**src/hw/rtl/mrdq_pkg.sv**
```systemverilog
package mrdq_pkg;

  localparam int QUEUE_DEPTH = 16;
  localparam int PTR_W       = $clog2(QUEUE_DEPTH);
  localparam int CNT_W       = $clog2(QUEUE_DEPTH + 1);

  localparam logic OP_EVENT = 1'b0;
  localparam logic OP_POP   = 1'b1;

  localparam int STATUS_PENDING_BIT = 0;
  localparam int STATUS_ACK_BIT     = 8;

  localparam logic [15:0] ACK_LIMIT      = 16'h0080;
  localparam logic [7:0]  ACK_CODE_LOW   = 8'h31;
  localparam logic [7:0]  ACK_CODE_HIGH  = 8'hA2;
  localparam logic [31:0] DOORBELL_VALUE = 32'h0200_0000;
  localparam logic [31:0] STATUS_HI_MASK = 32'hFFFF_0000;
  localparam logic [7:0]  MSG_FRAME_A    = 8'h40;
  localparam logic [7:0]  MSG_FRAME_B    = 8'h41;

  typedef enum logic [1:0] {
    KIND_WRITE = 2'd0,
    KIND_DONE  = 2'd1,
    KIND_POP   = 2'd2
  } kind_t;

  typedef enum logic [2:0] {
    SEL_IN_STATUS  = 3'd0,
    SEL_OUT_PARAM  = 3'd1,
    SEL_OUT_STATUS = 3'd2,
    SEL_OUT_MSG    = 3'd3,
    SEL_DOORBELL   = 3'd4
  } sel_t;

  typedef enum logic [2:0] {
    ST_IDLE,
    ST_RELEASE,
    ST_ACK_P0,
    ST_ACK_STATUS,
    ST_ACK_MSG,
    ST_ACK_BELL,
    ST_DONE,
    ST_POP
  } state_t;

  typedef struct packed {
    logic        opcode;
    logic [31:0] incoming_status;
    logic [31:0] incoming_message;
    logic [31:0] param_word0;
    logic [31:0] param_word1;
    logic [31:0] param_word2;
    logic [31:0] param_word3;
    logic [31:0] param_word4;
    logic        outgoing_busy;
  } req_t;

  typedef struct packed {
    kind_t       result_kind;
    logic        last;
    sel_t        register_select;
    logic [31:0] write_data;
    logic        ok_flag;
    logic [15:0] out_tag;
    logic [7:0]  out_ring_index;
    logic [31:0] out_luma_dwords;
    logic [31:0] out_chroma_dwords;
    logic [31:0] out_chroma_bytes;
    logic [31:0] out_timestamp;
    logic [7:0]  out_task;
  } rsp_t;

  typedef struct packed {
    logic [15:0] tag;
    logic [7:0]  ring_index;
    logic [31:0] luma;
    logic [31:0] chroma_u;
    logic [31:0] chroma_bytes;
    logic [31:0] timestamp;
    logic [7:0]  task_num;
  } desc_t;

  typedef struct packed {
    logic   capture;
    logic   emit;
    state_t step;
  } cmd_t;

  typedef struct packed {
    logic out_free;
    logic req_pop;
    logic req_release;
    logic req_ack;
    logic item_ack;
  } stat_t;

endpackage

```
**src/hw/rtl/mrdq_if.sv**
```systemverilog
interface mrdq_request_if;
  logic        valid;
  logic        ready;
  logic        opcode;
  logic [31:0] incoming_status;
  logic [31:0] incoming_message;
  logic [31:0] param_word0;
  logic [31:0] param_word1;
  logic [31:0] param_word2;
  logic [31:0] param_word3;
  logic [31:0] param_word4;
  logic        outgoing_busy;

  modport source (
    output valid, opcode, incoming_status, incoming_message, param_word0, param_word1,
           param_word2, param_word3, param_word4, outgoing_busy,
    input  ready
  );
  modport sink (
    input  valid, opcode, incoming_status, incoming_message, param_word0, param_word1,
           param_word2, param_word3, param_word4, outgoing_busy,
    output ready
  );
endinterface

interface mrdq_result_if;
  logic        valid;
  logic        ready;
  logic [1:0]  result_kind;
  logic        last;
  logic [2:0]  register_select;
  logic [31:0] write_data;
  logic        ok_flag;
  logic [15:0] out_tag;
  logic [7:0]  out_ring_index;
  logic [31:0] out_luma_dwords;
  logic [31:0] out_chroma_dwords;
  logic [31:0] out_chroma_bytes;
  logic [31:0] out_timestamp;
  logic [7:0]  out_task;

  modport source (
    output valid, result_kind, last, register_select, write_data, ok_flag, out_tag,
           out_ring_index, out_luma_dwords, out_chroma_dwords, out_chroma_bytes,
           out_timestamp, out_task,
    input  ready
  );
  modport sink (
    input  valid, result_kind, last, register_select, write_data, ok_flag, out_tag,
           out_ring_index, out_luma_dwords, out_chroma_dwords, out_chroma_bytes,
           out_timestamp, out_task,
    output ready
  );
endinterface

```
**src/hw/rtl/mrdq_ram.sv**
```systemverilog
module mrdq_ram #(
  parameter int WIDTH = 8,
  parameter int DEPTH = 16
) (
  input  logic                     clk,
  input  logic                     we,
  input  logic [$clog2(DEPTH)-1:0] waddr,
  input  logic [WIDTH-1:0]         wdata,
  input  logic [$clog2(DEPTH)-1:0] raddr,
  output logic [WIDTH-1:0]         rdata
);

  logic [WIDTH-1:0] mem [DEPTH];

  always_ff @(posedge clk) begin
    if (we) begin
      mem[waddr] <= wdata;
    end
    rdata <= mem[raddr];
  end

endmodule

```
**src/hw/rtl/mrdq_ctrl.sv**
```systemverilog
module mrdq_ctrl (
  input  logic           clk,
  input  logic           rst,
  input  logic           req_valid,
  output logic           req_ready,
  input  mrdq_pkg::stat_t stat,
  output mrdq_pkg::cmd_t  cmd
);
  import mrdq_pkg::*;

  state_t state;
  state_t state_next;

  always_ff @(posedge clk) begin
    if (rst) begin
      state <= ST_IDLE;
    end else begin
      state <= state_next;
    end
  end

  always_comb begin
    state_next = state;
    unique case (state)
      ST_IDLE: begin
        if (req_valid) begin
          priority if (stat.req_pop) state_next = ST_POP;
          else if (stat.req_release) state_next = ST_RELEASE;
          else if (stat.req_ack)     state_next = ST_ACK_P0;
          else                       state_next = ST_DONE;
        end
      end
      ST_RELEASE: begin
        if (stat.out_free) state_next = stat.item_ack ? ST_ACK_P0 : ST_DONE;
      end
      ST_ACK_P0:     if (stat.out_free) state_next = ST_ACK_STATUS;
      ST_ACK_STATUS: if (stat.out_free) state_next = ST_ACK_MSG;
      ST_ACK_MSG:    if (stat.out_free) state_next = ST_ACK_BELL;
      ST_ACK_BELL:   if (stat.out_free) state_next = ST_DONE;
      ST_DONE:       if (stat.out_free) state_next = ST_IDLE;
      ST_POP:        if (stat.out_free) state_next = ST_IDLE;
      default:       state_next = ST_IDLE;
    endcase
  end

  always_comb begin
    req_ready   = (state == ST_IDLE);
    cmd.capture = (state == ST_IDLE) && req_valid;
    cmd.emit    = (state != ST_IDLE) && stat.out_free;
    cmd.step    = state;
  end

endmodule

```
**src/hw/rtl/mrdq_datapath.sv**
```systemverilog
module mrdq_datapath (
  input  logic            clk,
  input  logic            rst,
  input  mrdq_pkg::req_t  req,
  input  mrdq_pkg::cmd_t  cmd,
  output mrdq_pkg::stat_t stat,
  input  logic            rsp_ready,
  output logic            rsp_valid,
  output mrdq_pkg::rsp_t  rsp
);
  import mrdq_pkg::*;

  req_t             item;
  rsp_t             rsp_next;
  logic [PTR_W-1:0] write_pointer;
  logic [PTR_W-1:0] read_pointer;
  logic [CNT_W-1:0] fill_count;
  logic [31:0]      frame_counter;
  logic [31:0]      overflow_counter;
  desc_t            wdesc;
  desc_t            rdesc;
  logic [7:0]       task_num;
  logic [7:0]       ack_code;
  logic             is_frame;
  logic             full;
  logic             empty;
  logic             push;
  logic             pop;
  logic             drop;

  always_ff @(posedge clk) begin
    if (cmd.capture) begin
      item <= req;
    end
  end

  assign task_num = item.incoming_message[23:16];
  assign ack_code = (item.incoming_message[15:0] < ACK_LIMIT) ? ACK_CODE_LOW : ACK_CODE_HIGH;
  assign is_frame = (item.incoming_message[7:0] == MSG_FRAME_A) ||
                    (item.incoming_message[7:0] == MSG_FRAME_B);
  assign full     = (fill_count == CNT_W'(QUEUE_DEPTH));
  assign empty    = (fill_count == '0);

  assign push = cmd.emit && (cmd.step == ST_DONE) && is_frame && !full;
  assign drop = cmd.emit && (cmd.step == ST_DONE) && is_frame && full;
  assign pop  = cmd.emit && (cmd.step == ST_POP) && !empty;

  always_comb begin
    stat.out_free    = !rsp_valid || rsp_ready;
    stat.req_pop     = (req.opcode == OP_POP);
    stat.req_release = req.incoming_status[STATUS_PENDING_BIT];
    stat.req_ack     = req.incoming_status[STATUS_ACK_BIT] && !req.outgoing_busy;
    stat.item_ack    = item.incoming_status[STATUS_ACK_BIT] && !item.outgoing_busy;
  end

  always_comb begin
    wdesc.tag          = item.param_word0[15:0];
    wdesc.ring_index   = item.param_word0[31:24];
    wdesc.luma         = item.param_word1;
    wdesc.chroma_u     = item.param_word2;
    wdesc.chroma_bytes = item.param_word3;
    wdesc.timestamp    = item.param_word4;
    wdesc.task_num     = task_num;
  end

  mrdq_ram #(
    .WIDTH ($bits(desc_t)),
    .DEPTH (QUEUE_DEPTH)
  ) u_ram (
    .clk   (clk),
    .we    (push),
    .waddr (write_pointer),
    .wdata (wdesc),
    .raddr (read_pointer),
    .rdata (rdesc)
  );

  always_ff @(posedge clk) begin
    if (rst) begin
      write_pointer    <= '0;
      read_pointer     <= '0;
      fill_count       <= '0;
      frame_counter    <= '0;
      overflow_counter <= '0;
    end else begin
      if (cmd.emit && (cmd.step == ST_DONE) && is_frame) begin
        frame_counter <= frame_counter + 32'd1;
      end
      if (drop) begin
        overflow_counter <= overflow_counter + 32'd1;
      end
      if (push) begin
        write_pointer <= (write_pointer == PTR_W'(QUEUE_DEPTH - 1)) ? '0
                                                                    : write_pointer + 1'b1;
        fill_count    <= fill_count + 1'b1;
      end
      if (pop) begin
        read_pointer <= (read_pointer == PTR_W'(QUEUE_DEPTH - 1)) ? '0
                                                                  : read_pointer + 1'b1;
        fill_count   <= fill_count - 1'b1;
      end
    end
  end

  always_comb begin
    rsp_next = '0;
    unique case (cmd.step)
      ST_RELEASE: begin
        rsp_next.result_kind     = KIND_WRITE;
        rsp_next.register_select = SEL_IN_STATUS;
        rsp_next.write_data      = {item.incoming_status[31:1], 1'b0};
      end
      ST_ACK_P0: begin
        rsp_next.result_kind     = KIND_WRITE;
        rsp_next.register_select = SEL_OUT_PARAM;
      end
      ST_ACK_STATUS: begin
        rsp_next.result_kind     = KIND_WRITE;
        rsp_next.register_select = SEL_OUT_STATUS;
        rsp_next.write_data      = (item.incoming_message & STATUS_HI_MASK) | 32'd1;
      end
      ST_ACK_MSG: begin
        rsp_next.result_kind     = KIND_WRITE;
        rsp_next.register_select = SEL_OUT_MSG;
        rsp_next.write_data      = {8'h00, task_num, 8'h00, ack_code};
      end
      ST_ACK_BELL: begin
        rsp_next.result_kind     = KIND_WRITE;
        rsp_next.register_select = SEL_DOORBELL;
        rsp_next.write_data      = DOORBELL_VALUE;
      end
      ST_DONE: begin
        // counter value after this event
        rsp_next.result_kind = KIND_DONE;
        rsp_next.last        = 1'b1;
        rsp_next.write_data  = overflow_counter + {31'd0, is_frame && full};
        rsp_next.ok_flag     = is_frame && !full;
      end
      ST_POP: begin
        rsp_next.result_kind = KIND_POP;
        rsp_next.last        = 1'b1;
        if (!empty) begin
          rsp_next.ok_flag           = 1'b1;
          rsp_next.out_tag           = rdesc.tag;
          rsp_next.out_ring_index    = rdesc.ring_index;
          rsp_next.out_luma_dwords   = rdesc.luma;
          rsp_next.out_chroma_dwords = rdesc.chroma_u;
          rsp_next.out_chroma_bytes  = rdesc.chroma_bytes;
          rsp_next.out_timestamp     = rdesc.timestamp;
          rsp_next.out_task          = rdesc.task_num;
        end
      end
      ST_IDLE: begin
        rsp_next = '0;
      end
      default: begin
        rsp_next = '0;
      end
    endcase
  end

  always_ff @(posedge clk) begin
    if (rst) begin
      rsp_valid <= 1'b0;
    end else if (cmd.emit) begin
      rsp_valid <= 1'b1;
    end else if (rsp_ready) begin
      rsp_valid <= 1'b0;
    end
  end

  always_ff @(posedge clk) begin
    if (cmd.emit) begin
      rsp <= rsp_next;
    end
  end

endmodule

```
**src/hw/rtl/mailbox_receive_descriptor_queue_core.sv**
```systemverilog
// channel  | modport | carries
// ---------+---------+--------------------------------------------------
// request  | sink    | mailbox event or pop, one request at a time
// result   | source  | register writes, event done, pop answer
//
// a mailbox event is accepted in idle and then gives 1 to 6 results; a pop is
// accepted the same way and gives one result
// the controller emits one result per cycle into the single output register, but
// a stalled result holds the controller in its state; the next request is taken
// once the final result sits in the output register
// synchronous reset clears state, pointers, fill count and counters; descriptor
// storage is not cleared
module mailbox_receive_descriptor_queue_core (
  input logic            clk,
  input logic            rst,
  mrdq_request_if.sink   request,
  mrdq_result_if.source  result
);
  import mrdq_pkg::*;

  req_t  req;
  rsp_t  rsp;
  cmd_t  cmd;
  stat_t stat;
  logic  rsp_valid;
  logic  req_ready;

  always_comb begin
    req.opcode           = request.opcode;
    req.incoming_status  = request.incoming_status;
    req.incoming_message = request.incoming_message;
    req.param_word0      = request.param_word0;
    req.param_word1      = request.param_word1;
    req.param_word2      = request.param_word2;
    req.param_word3      = request.param_word3;
    req.param_word4      = request.param_word4;
    req.outgoing_busy    = request.outgoing_busy;
  end

  assign request.ready = req_ready;

  mrdq_ctrl u_ctrl (
    .clk       (clk),
    .rst       (rst),
    .req_valid (request.valid),
    .req_ready (req_ready),
    .stat      (stat),
    .cmd       (cmd)
  );

  mrdq_datapath u_datapath (
    .clk       (clk),
    .rst       (rst),
    .req       (req),
    .cmd       (cmd),
    .stat      (stat),
    .rsp_ready (result.ready),
    .rsp_valid (rsp_valid),
    .rsp       (rsp)
  );

  assign result.valid             = rsp_valid;
  assign result.result_kind       = rsp.result_kind;
  assign result.last              = rsp.last;
  assign result.register_select   = rsp.register_select;
  assign result.write_data        = rsp.write_data;
  assign result.ok_flag           = rsp.ok_flag;
  assign result.out_tag           = rsp.out_tag;
  assign result.out_ring_index    = rsp.out_ring_index;
  assign result.out_luma_dwords   = rsp.out_luma_dwords;
  assign result.out_chroma_dwords = rsp.out_chroma_dwords;
  assign result.out_chroma_bytes  = rsp.out_chroma_bytes;
  assign result.out_timestamp     = rsp.out_timestamp;
  assign result.out_task          = rsp.out_task;

endmodule

```
**src/flat_wrapper.sv**
```systemverilog
// flat-port wrapper written by rule: the top's interface ports become plain ports
module mailbox_receive_descriptor_queue_core_flat import mrdq_pkg::*;
  (clk, rst, request_valid, request_opcode, request_incoming_status, request_incoming_message, request_param_word0, request_param_word1, request_param_word2, request_param_word3, request_param_word4, request_outgoing_busy, request_ready, result_valid, result_result_kind, result_last, result_register_select, result_write_data, result_ok_flag, result_out_tag, result_out_ring_index, result_out_luma_dwords, result_out_chroma_dwords, result_out_chroma_bytes, result_out_timestamp, result_out_task, result_ready);
  mrdq_request_if request_i ();
  mrdq_result_if result_i ();
  input logic clk;
  input logic rst;
  input wire logic [$bits(request_i.valid)-1:0] request_valid;
  input wire logic [$bits(request_i.opcode)-1:0] request_opcode;
  input wire logic [$bits(request_i.incoming_status)-1:0] request_incoming_status;
  input wire logic [$bits(request_i.incoming_message)-1:0] request_incoming_message;
  input wire logic [$bits(request_i.param_word0)-1:0] request_param_word0;
  input wire logic [$bits(request_i.param_word1)-1:0] request_param_word1;
  input wire logic [$bits(request_i.param_word2)-1:0] request_param_word2;
  input wire logic [$bits(request_i.param_word3)-1:0] request_param_word3;
  input wire logic [$bits(request_i.param_word4)-1:0] request_param_word4;
  input wire logic [$bits(request_i.outgoing_busy)-1:0] request_outgoing_busy;
  output wire logic [$bits(request_i.ready)-1:0] request_ready;
  output wire logic [$bits(result_i.valid)-1:0] result_valid;
  output wire logic [$bits(result_i.result_kind)-1:0] result_result_kind;
  output wire logic [$bits(result_i.last)-1:0] result_last;
  output wire logic [$bits(result_i.register_select)-1:0] result_register_select;
  output wire logic [$bits(result_i.write_data)-1:0] result_write_data;
  output wire logic [$bits(result_i.ok_flag)-1:0] result_ok_flag;
  output wire logic [$bits(result_i.out_tag)-1:0] result_out_tag;
  output wire logic [$bits(result_i.out_ring_index)-1:0] result_out_ring_index;
  output wire logic [$bits(result_i.out_luma_dwords)-1:0] result_out_luma_dwords;
  output wire logic [$bits(result_i.out_chroma_dwords)-1:0] result_out_chroma_dwords;
  output wire logic [$bits(result_i.out_chroma_bytes)-1:0] result_out_chroma_bytes;
  output wire logic [$bits(result_i.out_timestamp)-1:0] result_out_timestamp;
  output wire logic [$bits(result_i.out_task)-1:0] result_out_task;
  input wire logic [$bits(result_i.ready)-1:0] result_ready;
  assign request_i.valid = request_valid;
  assign request_i.opcode = request_opcode;
  assign request_i.incoming_status = request_incoming_status;
  assign request_i.incoming_message = request_incoming_message;
  assign request_i.param_word0 = request_param_word0;
  assign request_i.param_word1 = request_param_word1;
  assign request_i.param_word2 = request_param_word2;
  assign request_i.param_word3 = request_param_word3;
  assign request_i.param_word4 = request_param_word4;
  assign request_i.outgoing_busy = request_outgoing_busy;
  assign request_ready = request_i.ready;
  assign result_valid = result_i.valid;
  assign result_result_kind = result_i.result_kind;
  assign result_last = result_i.last;
  assign result_register_select = result_i.register_select;
  assign result_write_data = result_i.write_data;
  assign result_ok_flag = result_i.ok_flag;
  assign result_out_tag = result_i.out_tag;
  assign result_out_ring_index = result_i.out_ring_index;
  assign result_out_luma_dwords = result_i.out_luma_dwords;
  assign result_out_chroma_dwords = result_i.out_chroma_dwords;
  assign result_out_chroma_bytes = result_i.out_chroma_bytes;
  assign result_out_timestamp = result_i.out_timestamp;
  assign result_out_task = result_i.out_task;
  assign result_i.ready = result_ready;
  mailbox_receive_descriptor_queue_core u_core (.clk(clk), .rst(rst), .request(request_i), .result(result_i));
endmodule
```
**config.mk**
```make
export PLATFORM = sky130hd
export DESIGN_NAME = mailbox_receive_descriptor_queue_core_flat
export DESIGN_NICKNAME = d
export VERILOG_FILES = /design/src/hw/rtl/mrdq_pkg.sv /design/src/hw/rtl/mrdq_if.sv /design/src/hw/rtl/mrdq_ram.sv /design/src/hw/rtl/mrdq_ctrl.sv /design/src/hw/rtl/mrdq_datapath.sv /design/src/hw/rtl/mailbox_receive_descriptor_queue_core.sv /design/src/flat_wrapper.sv
export SDC_FILE = /design/constraint.sdc
export NUM_CORES = 2
export LEC_CHECK = 0
export BUFFER_PORTS_ARGS = -buffer_cell sky130_fd_sc_hd__buf_2
export CAP_MARGIN = 10
export CORE_ASPECT_RATIO = 1.25
export CORE_UTILIZATION = 55
export CTS_BUF_LIST = sky130_fd_sc_hd__clkbuf_4
export CTS_CLUSTER_DIAMETER = 200
export DETAILED_ROUTE_END_ITERATION = 10
export HOLD_SLACK_MARGIN = 0.15
export PLACE_DENSITY = 0.75
export SLEW_MARGIN = 15
export SYNTH_ARGS = -nofsm -noshare
export SYNTH_HDL_FRONTEND = slang
export SYNTH_SLANG_ARGS = --single-unit
```
**constraint.sdc**
```tcl
create_clock -name clk -period 20.8 [get_ports clk]
set_clock_uncertainty 0.1 [all_clocks]
set_input_delay 3.12 -clock clk [delete_from_list [all_inputs] [get_ports clk]]
set_output_delay 3.12 -clock clk [all_outputs]
set_load 0.01 [all_outputs]
```
# == Word-level counts from Yosys, hierarchy flattened ==
# Memory sizes are Yosys's and may differ from the RTL's. A register that Yosys moved wholly into a read port is not among the register bits.
# Index checks and enable logic that the tools add are counted.
# W data, S select, Z words.
# totals
ff_bits,473
ram_bits,2560
input_bits,230
output_inout_bits,201
elab_cells,109
n_memories,1
# mem_list
name,depth,word_bits,read_ports,rd_clocked_by_memory_dff,wr,line,source
u_core.u_datapath.u_ram.mem,16,160,1,1,1,mrdq_ram.sv:13,logic [WIDTH-1:0] mem [DEPTH];
# op_classes
n_addsub,6
n_lt_le_gt_ge,1
n_eq_ne,19
muxes,27
bitwise,1
reduce_logical,28
# op_table
operator,count
$mux W161,1
$pmux W32 S5,1
$mux W3,11
$add A32 B1 Y32,1
$add A32 B1 Y32 const B,1
$pmux W3 S7,1
$eq A8 B7 Y1 const B,2
$lt A16 B8 Y1 const B,1
$eq A3 B3 Y1 const B,4
$logic_and A1 B1 Y1,12
$ne A2 B2 Y1 const B,6
$pmux W3 S4,1
$mux W5,2
$add A4 B1 Y4 const B,2
$eq A4 B4 Y1 const B,2
$mux W4,2
$mux W8,1
$reduce_and A7 Y1,1
$eq A3 B2 Y1 const B,2
$pmux W2 S3,1
$reduce_or A6 Y1,1
$add A5 B1 Y5 const B,1
$eq A5 B5 Y1 const B,1
$logic_not A1 Y1,5
other kinds (12),19

# == Longest topological paths before layout ==
# depth
word_depth,8
mapped_depth,11

# == Modules after synthesis ==
# From an unflattened synthesis, not the netlist that was laid out.
# unflattened
cells_unflattened,5287
area_unflattened_um2,116678.2
# by_module_without_submodules
module,n_inst,cells_per_inst,area_per_inst_um2
mrdq_ram,1,4191,99300.2
mrdq_datapath,1,1070,17148.9
mrdq_ctrl,1,26,229.0

# == Least setup slack after synthesis ==
# No wires, ideal clock.
# synth_path
kind,in2reg
from,input result_ready
to,memory u_core.u_datapath.u_ram.mem[2][0] in the netlist's numbering (enable)
setup_time_ps,1127
arrival_ps,19939
t_required_ps,19573
slack_ps,-365
stages,4
n_path_buf,0
cell_sequence,nor2b_1 -> nor2_1 -> nand2_1 -> nor4b_1
# synth_via
elab_chain_cells,7
# synth_rtl
element,line,source
"start, declared",flat_wrapper.sv:32,input wire logic [$bits(result_i.ready)-1:0] result_ready;
$logic_or A1 B1 Y1,mrdq_datapath.sv:49,stat.out_free = !rsp_valid || rsp_ready;
$logic_and A1 B1 Y1,mrdq_ctrl.sv:49,cmd.emit = (state != ST_IDLE) && stat.out_free;
$logic_and A1 B1 Y1 (2 in series),-,
$logic_and A1 B1 Y1,mrdq_datapath.sv:44,assign push = cmd.emit && (cmd.step == ST_DONE) && is_frame && !full;
$mux W1,mrdq_ram.sv:16,if (we) begin
$mux W1 (implied by the code),mrdq_ram.sv:17,mem[waddr] <= wdata;
"end, declared",mrdq_ram.sv:13,
# No other way between the ends.

# == Final worst setup path ==
# layout_path
from,input result_ready
to,memory u_core.u_datapath.u_ram.mem[4][149] in the netlist's numbering (enable)
# Same word-level chain as after synthesis.

==> flow_metrics.py <==
metrics = {
    "clocking": {
        "clkTransAtPathRegs_ns": 0.07,
        "cts_resized": 0,
        "cts_tree": "built",
        "clk_path_buf_depth": 4,
        "root_buffer": "clkbuf_4",
        "postCtsSetupBuffers": 0,
        "clock_latency_ns": 1.45,
        "cts-buffers-inserted": 736,
        "htree_levels": 6,
        "ctsHoldBuffers": 0,
        "cts_sinks": 3183,
    },
    "critical_path": {
        "crit_fanout": 45,
        "critPathArrivalTime_ns": 6.98,
        "critical_path_class": "in -> reg",
        "startpoint_type": "primary input",
        "cp-end-kind": "flip-flop",
        "slowest_delay_ns": 0.84,
        "critical-path-slowest-cell": "buf_4",
        "crit_required_ns": 21.61,
        "crit_chain": "buf_2, nor2b_1, nor2_1, nand2_1, nor2_1, and3_4, buf_4, buf_4",
        "cp_top_family": "simple AND/OR/NAND/NOR gates",
        "crit_buf_inv": 3,
    },
    "route": {
        "drc": 0,
        "ant_nets": 0,
        "wirelength_um": 251000,
        "detail_route.vias_per_cell": 5.91,
        "via_count": 57400,
        "drt_iter0_markers": 5466,
        "wire_per_inst_um": 25.8,
        "drt_first_pass_iters": 5,
    },
    "run_status": {
        "status": "completed",
    },
    "timing": {
        "hold_slack_ns": 0.333,
        "finalCritPeriodShare_pct": 29.7,
        "period_needed_ns": 6.18,
        "tightest_slew_ns": 1.25,
        "hold_viol": 0,
        "fmax_mhz": 162,
        "relSlewSlack_pct": 16.7,
        "rsz0062_at_grt": "no",
        "slew_violations": 0,
        "setup_viol": 0,
        "fin_setup_tns_ns": 0,
    },
    "placed_design": {
        "numPortBuffers": 421,
        "dp_cells": 8347,
        "finalWeightedCongestion": 0.831,
        "placed_area_mm2": 0.123,
        "detailed_place_hpwl_um": 123000,
    },
    "power": {
        "ir_drop_uv": 76.9,
        "power_density_mw_per_mm2": 104,
        "leakage_uw": 0.0424,
    },
    "synth": {
        "synth_edf_count": 2974,
        "ys_types": 60,
        "yosys.area_share.adder_pct": 0.134,
        "synth_ff_type": "edfxtp_1",
        "synth_warnings": 0,
        "synth-xor-area-share_pct": 0.395,
        "avgSynthCellArea_um2": 22.0,
        "synthMuxAreaShare_pct": 13.7,
        "yosys.area_share.simple_pct": 2.90,
        "netlist_area_mm2": 0.118,
        "synth_top_family_by_area": "multiplexers",
        "synth-async-reset-ratio_pct": 0,
        "yosysSeqAreaShare_pct": 79.6,
        "synthCells": 5351,
        "postSynthNetCount": 5593,
        "synth-seq-cells": 3183,
        "synth_compound_area_share_pct": 2.22,
    },
    "floorplan": {
        "io_pins": 431,
        "start_util_pct": 55.4,
        "dieArea_mm2": 0.216,
        "fp-row-count": 189,
        "die_h_um": 519,
        "die_x_um": 415,
        "core_mm2": 0.212,
    },
    "cells_and_area": {
        "multiInputGateArea_mm2": 0.0229,
        "area_growth_pct": 12.8,
        "fillers": 14300,
        "drive_gt1_share_pct": 34.3,
        "fin_cells": 9700,
        "nets": 6558,
        "postLayoutCellArea_mm2": 0.133,
        "seq_area_mm2": 0.0935,
    },
    "global_route": {
        "met1_usage_pct": 31.5,
        "overflow": 0,
        "use_met2_pct": 38.0,
        "grt_max_degree": 163,
        "busiest_layer": "met2",
        "track_usage_pct": 23.3,
        "grt_pass1_wl_um": 373000,
        "antenna_found_initial": 9,
        "met3_usage_pct": 4.65,
        "grt_pass1_vias": 60200,
    },
    "hold_path": {
        "hp-class": "reg -> reg",
    },
    "job": {
        "maxCapViolCount": 0,
    },
}
-- per-stage QoR --
step           power [uW]  worst slack (ns)  utilization, %
6_report            13800             14.62            62.5
5_1_grt             14300             14.51            62.5
4_1_cts             13900             14.78            62.5
3_5_place_dp         8940             13.32            57.9
3_3_place_gp         8890             13.38            57.9
2_1_floorplan        8500            -0.365               -
-- layer usage --
metal	vias to the layer above	share of wire [%]
li1	24600	-
met1	29800	40
met2	2549	50
met3	354	7.5
met4	10	2.3
met5	-	0.026
-- kinds of logic (layout without fill, tap and decap cells) --
| family | count (synthesis) | in the layout |
|---|---|---|
| adders and majority gates | 12 | 12 |
| buffers and inverters | 298 | 1875 |
| other | 0 | 3 |
| and+or+nand+nor | 573 | 573 |
| DFF | 3183 | 3183 |
| xor gates and xnor gates | 53 | 53 |
| muxes | 813 | 813 |
| AOI/OAI and AO/OA | 419 | 419 |
-- worst reg2reg max path, stage by stage, from the launching register on --
cell and delay [ns]:
edfxtp_1 0.41, or4b_1 0.68, a211oi_2 0.44, nand2_1 0.37, nor2_1 0.28, and3_4 0.79, buf_4 0.88, buf_4 0.84
-- layout by cell type (no fill, tap or decap), types with 7 or more instances in the layout --
master / netlist / final
xnor2_1: 39 / 39
bufinv_16: 0 / 10
and2_1: 172 / 167
nand4_1: 15 / 15
mux4_2: 640 / 640
clkinv_1: 0 / 164
o21ai_0: 28 / 28
xor2_1: 14 / 14
clkinv_4: 0 / 7
nand2_1: 55 / 55
clkinv_2: 0 / 25
nor4_1: 17 / 17
inv_2: 1 / 15
or3_1: 10 / 10
a21oi_1: 188 / 187
o22ai_1: 9 / 9
buf_12: 0 / 15
buf_4: 0 / 73
a22oi_1: 7 / 7
nor3_1: 18 / 17
ha_1: 11 / 11
nor2b_1: 165 / 165
clkbuf_4: 0 / 1116
a211oi_1: 160 / 160
nand3_1: 25 / 25
buf_2: 97 / 421
dfxtp_1: 209 / 205
edfxtp_1: 2974 / 2974
inv_1: 15 / 15
mux2i_1: 172 / 172
nor2_1: 48 / 46
-- power by group --
part	switching, uW	internal [uW]	total (uW)
clock	2380	2590	4970
sequential	375	7710	8080
combinational	515	199	714
total	3270	10500	13800
-- flip-flops by register name (all words and copies together), names as in the netlist, 3 cells and up --
signal,count
u_core.u_ctrl.state,3
u_core.u_datapath.write_pointer,4
u_core.u_datapath.u_ram.rdata,160
u_core.u_datapath.u_ram.mem,2560
u_core.u_datapath.rsp,199
u_core.u_datapath.fill_count,5
u_core.u_datapath.read_pointer,4
u_core.u_datapath.item,215
u_core.u_datapath.overflow_counter,32
-- cell usage after synthesis (all sizes together), types with 2 or more instances --
cell type  instances  share of area [%]
mux2i            172                1.5
a211oi           161                1.0
dfxtp            209                3.6
nor3              19              0.085
nand2b             5              0.027
inv               16              0.051
and3               5              0.027
nand4             16              0.098
a31o               3              0.022
a22o               2              0.015
o31ai              2              0.013
xor2              14               0.10
nor2b            165               0.88
edfxtp          2974                 76
a22oi              7              0.045
nand3b             4              0.026
nor4              21               0.15
nor2              48               0.15
and2             172               0.92
nand3             25               0.11
o22ai              9              0.048
a21o               4              0.026
o21ai             29               0.12
nor4b              5              0.043
clkbuf           171               0.55
o21a               2              0.013
or4                6              0.038
nor3b              2              0.017
or3               10              0.053
o21bai             2              0.013
ha                11               0.12
a31oi              5              0.027
and4b              2              0.017
nand2             55               0.18
and4               7              0.052
a21oi            189               0.81
mux4             640                 12
xnor2             39               0.29
buf              111               0.46
or2                3              0.016
-- worst paths after layout --
path	startpoint	end	slack (ns)	cells after the start
worst max-delay path	result_ready	u_core.u_datapath.u_ram.mem[4][149]	14.62	8
worst min-delay path	u_core.u_datapath.item[213]	u_core.u_datapath.rsp[181]	0.33	2
worst max register to register	u_core.u_datapath.item[166]	u_core.u_datapath.u_ram.mem[4][149]	15.31	7
worst min register to register	u_core.u_datapath.item[213]	u_core.u_datapath.rsp[181]	0.33	2
-- layout make-up --
class / instances / area share (%)
clock buffers: 1116 / 6.32
inverters: 16 / 0.0453
diodes: 3 / 0.00566
well taps: 2769 / 2.61
flip-flops and latches: 3183 / 70.6
repair buffers: 509 / 2.23
clock inverters: 234 / 0.971
multi-input cells: 1870 / 17.3
No activity file was read; power rests on OpenSTA's default activity.
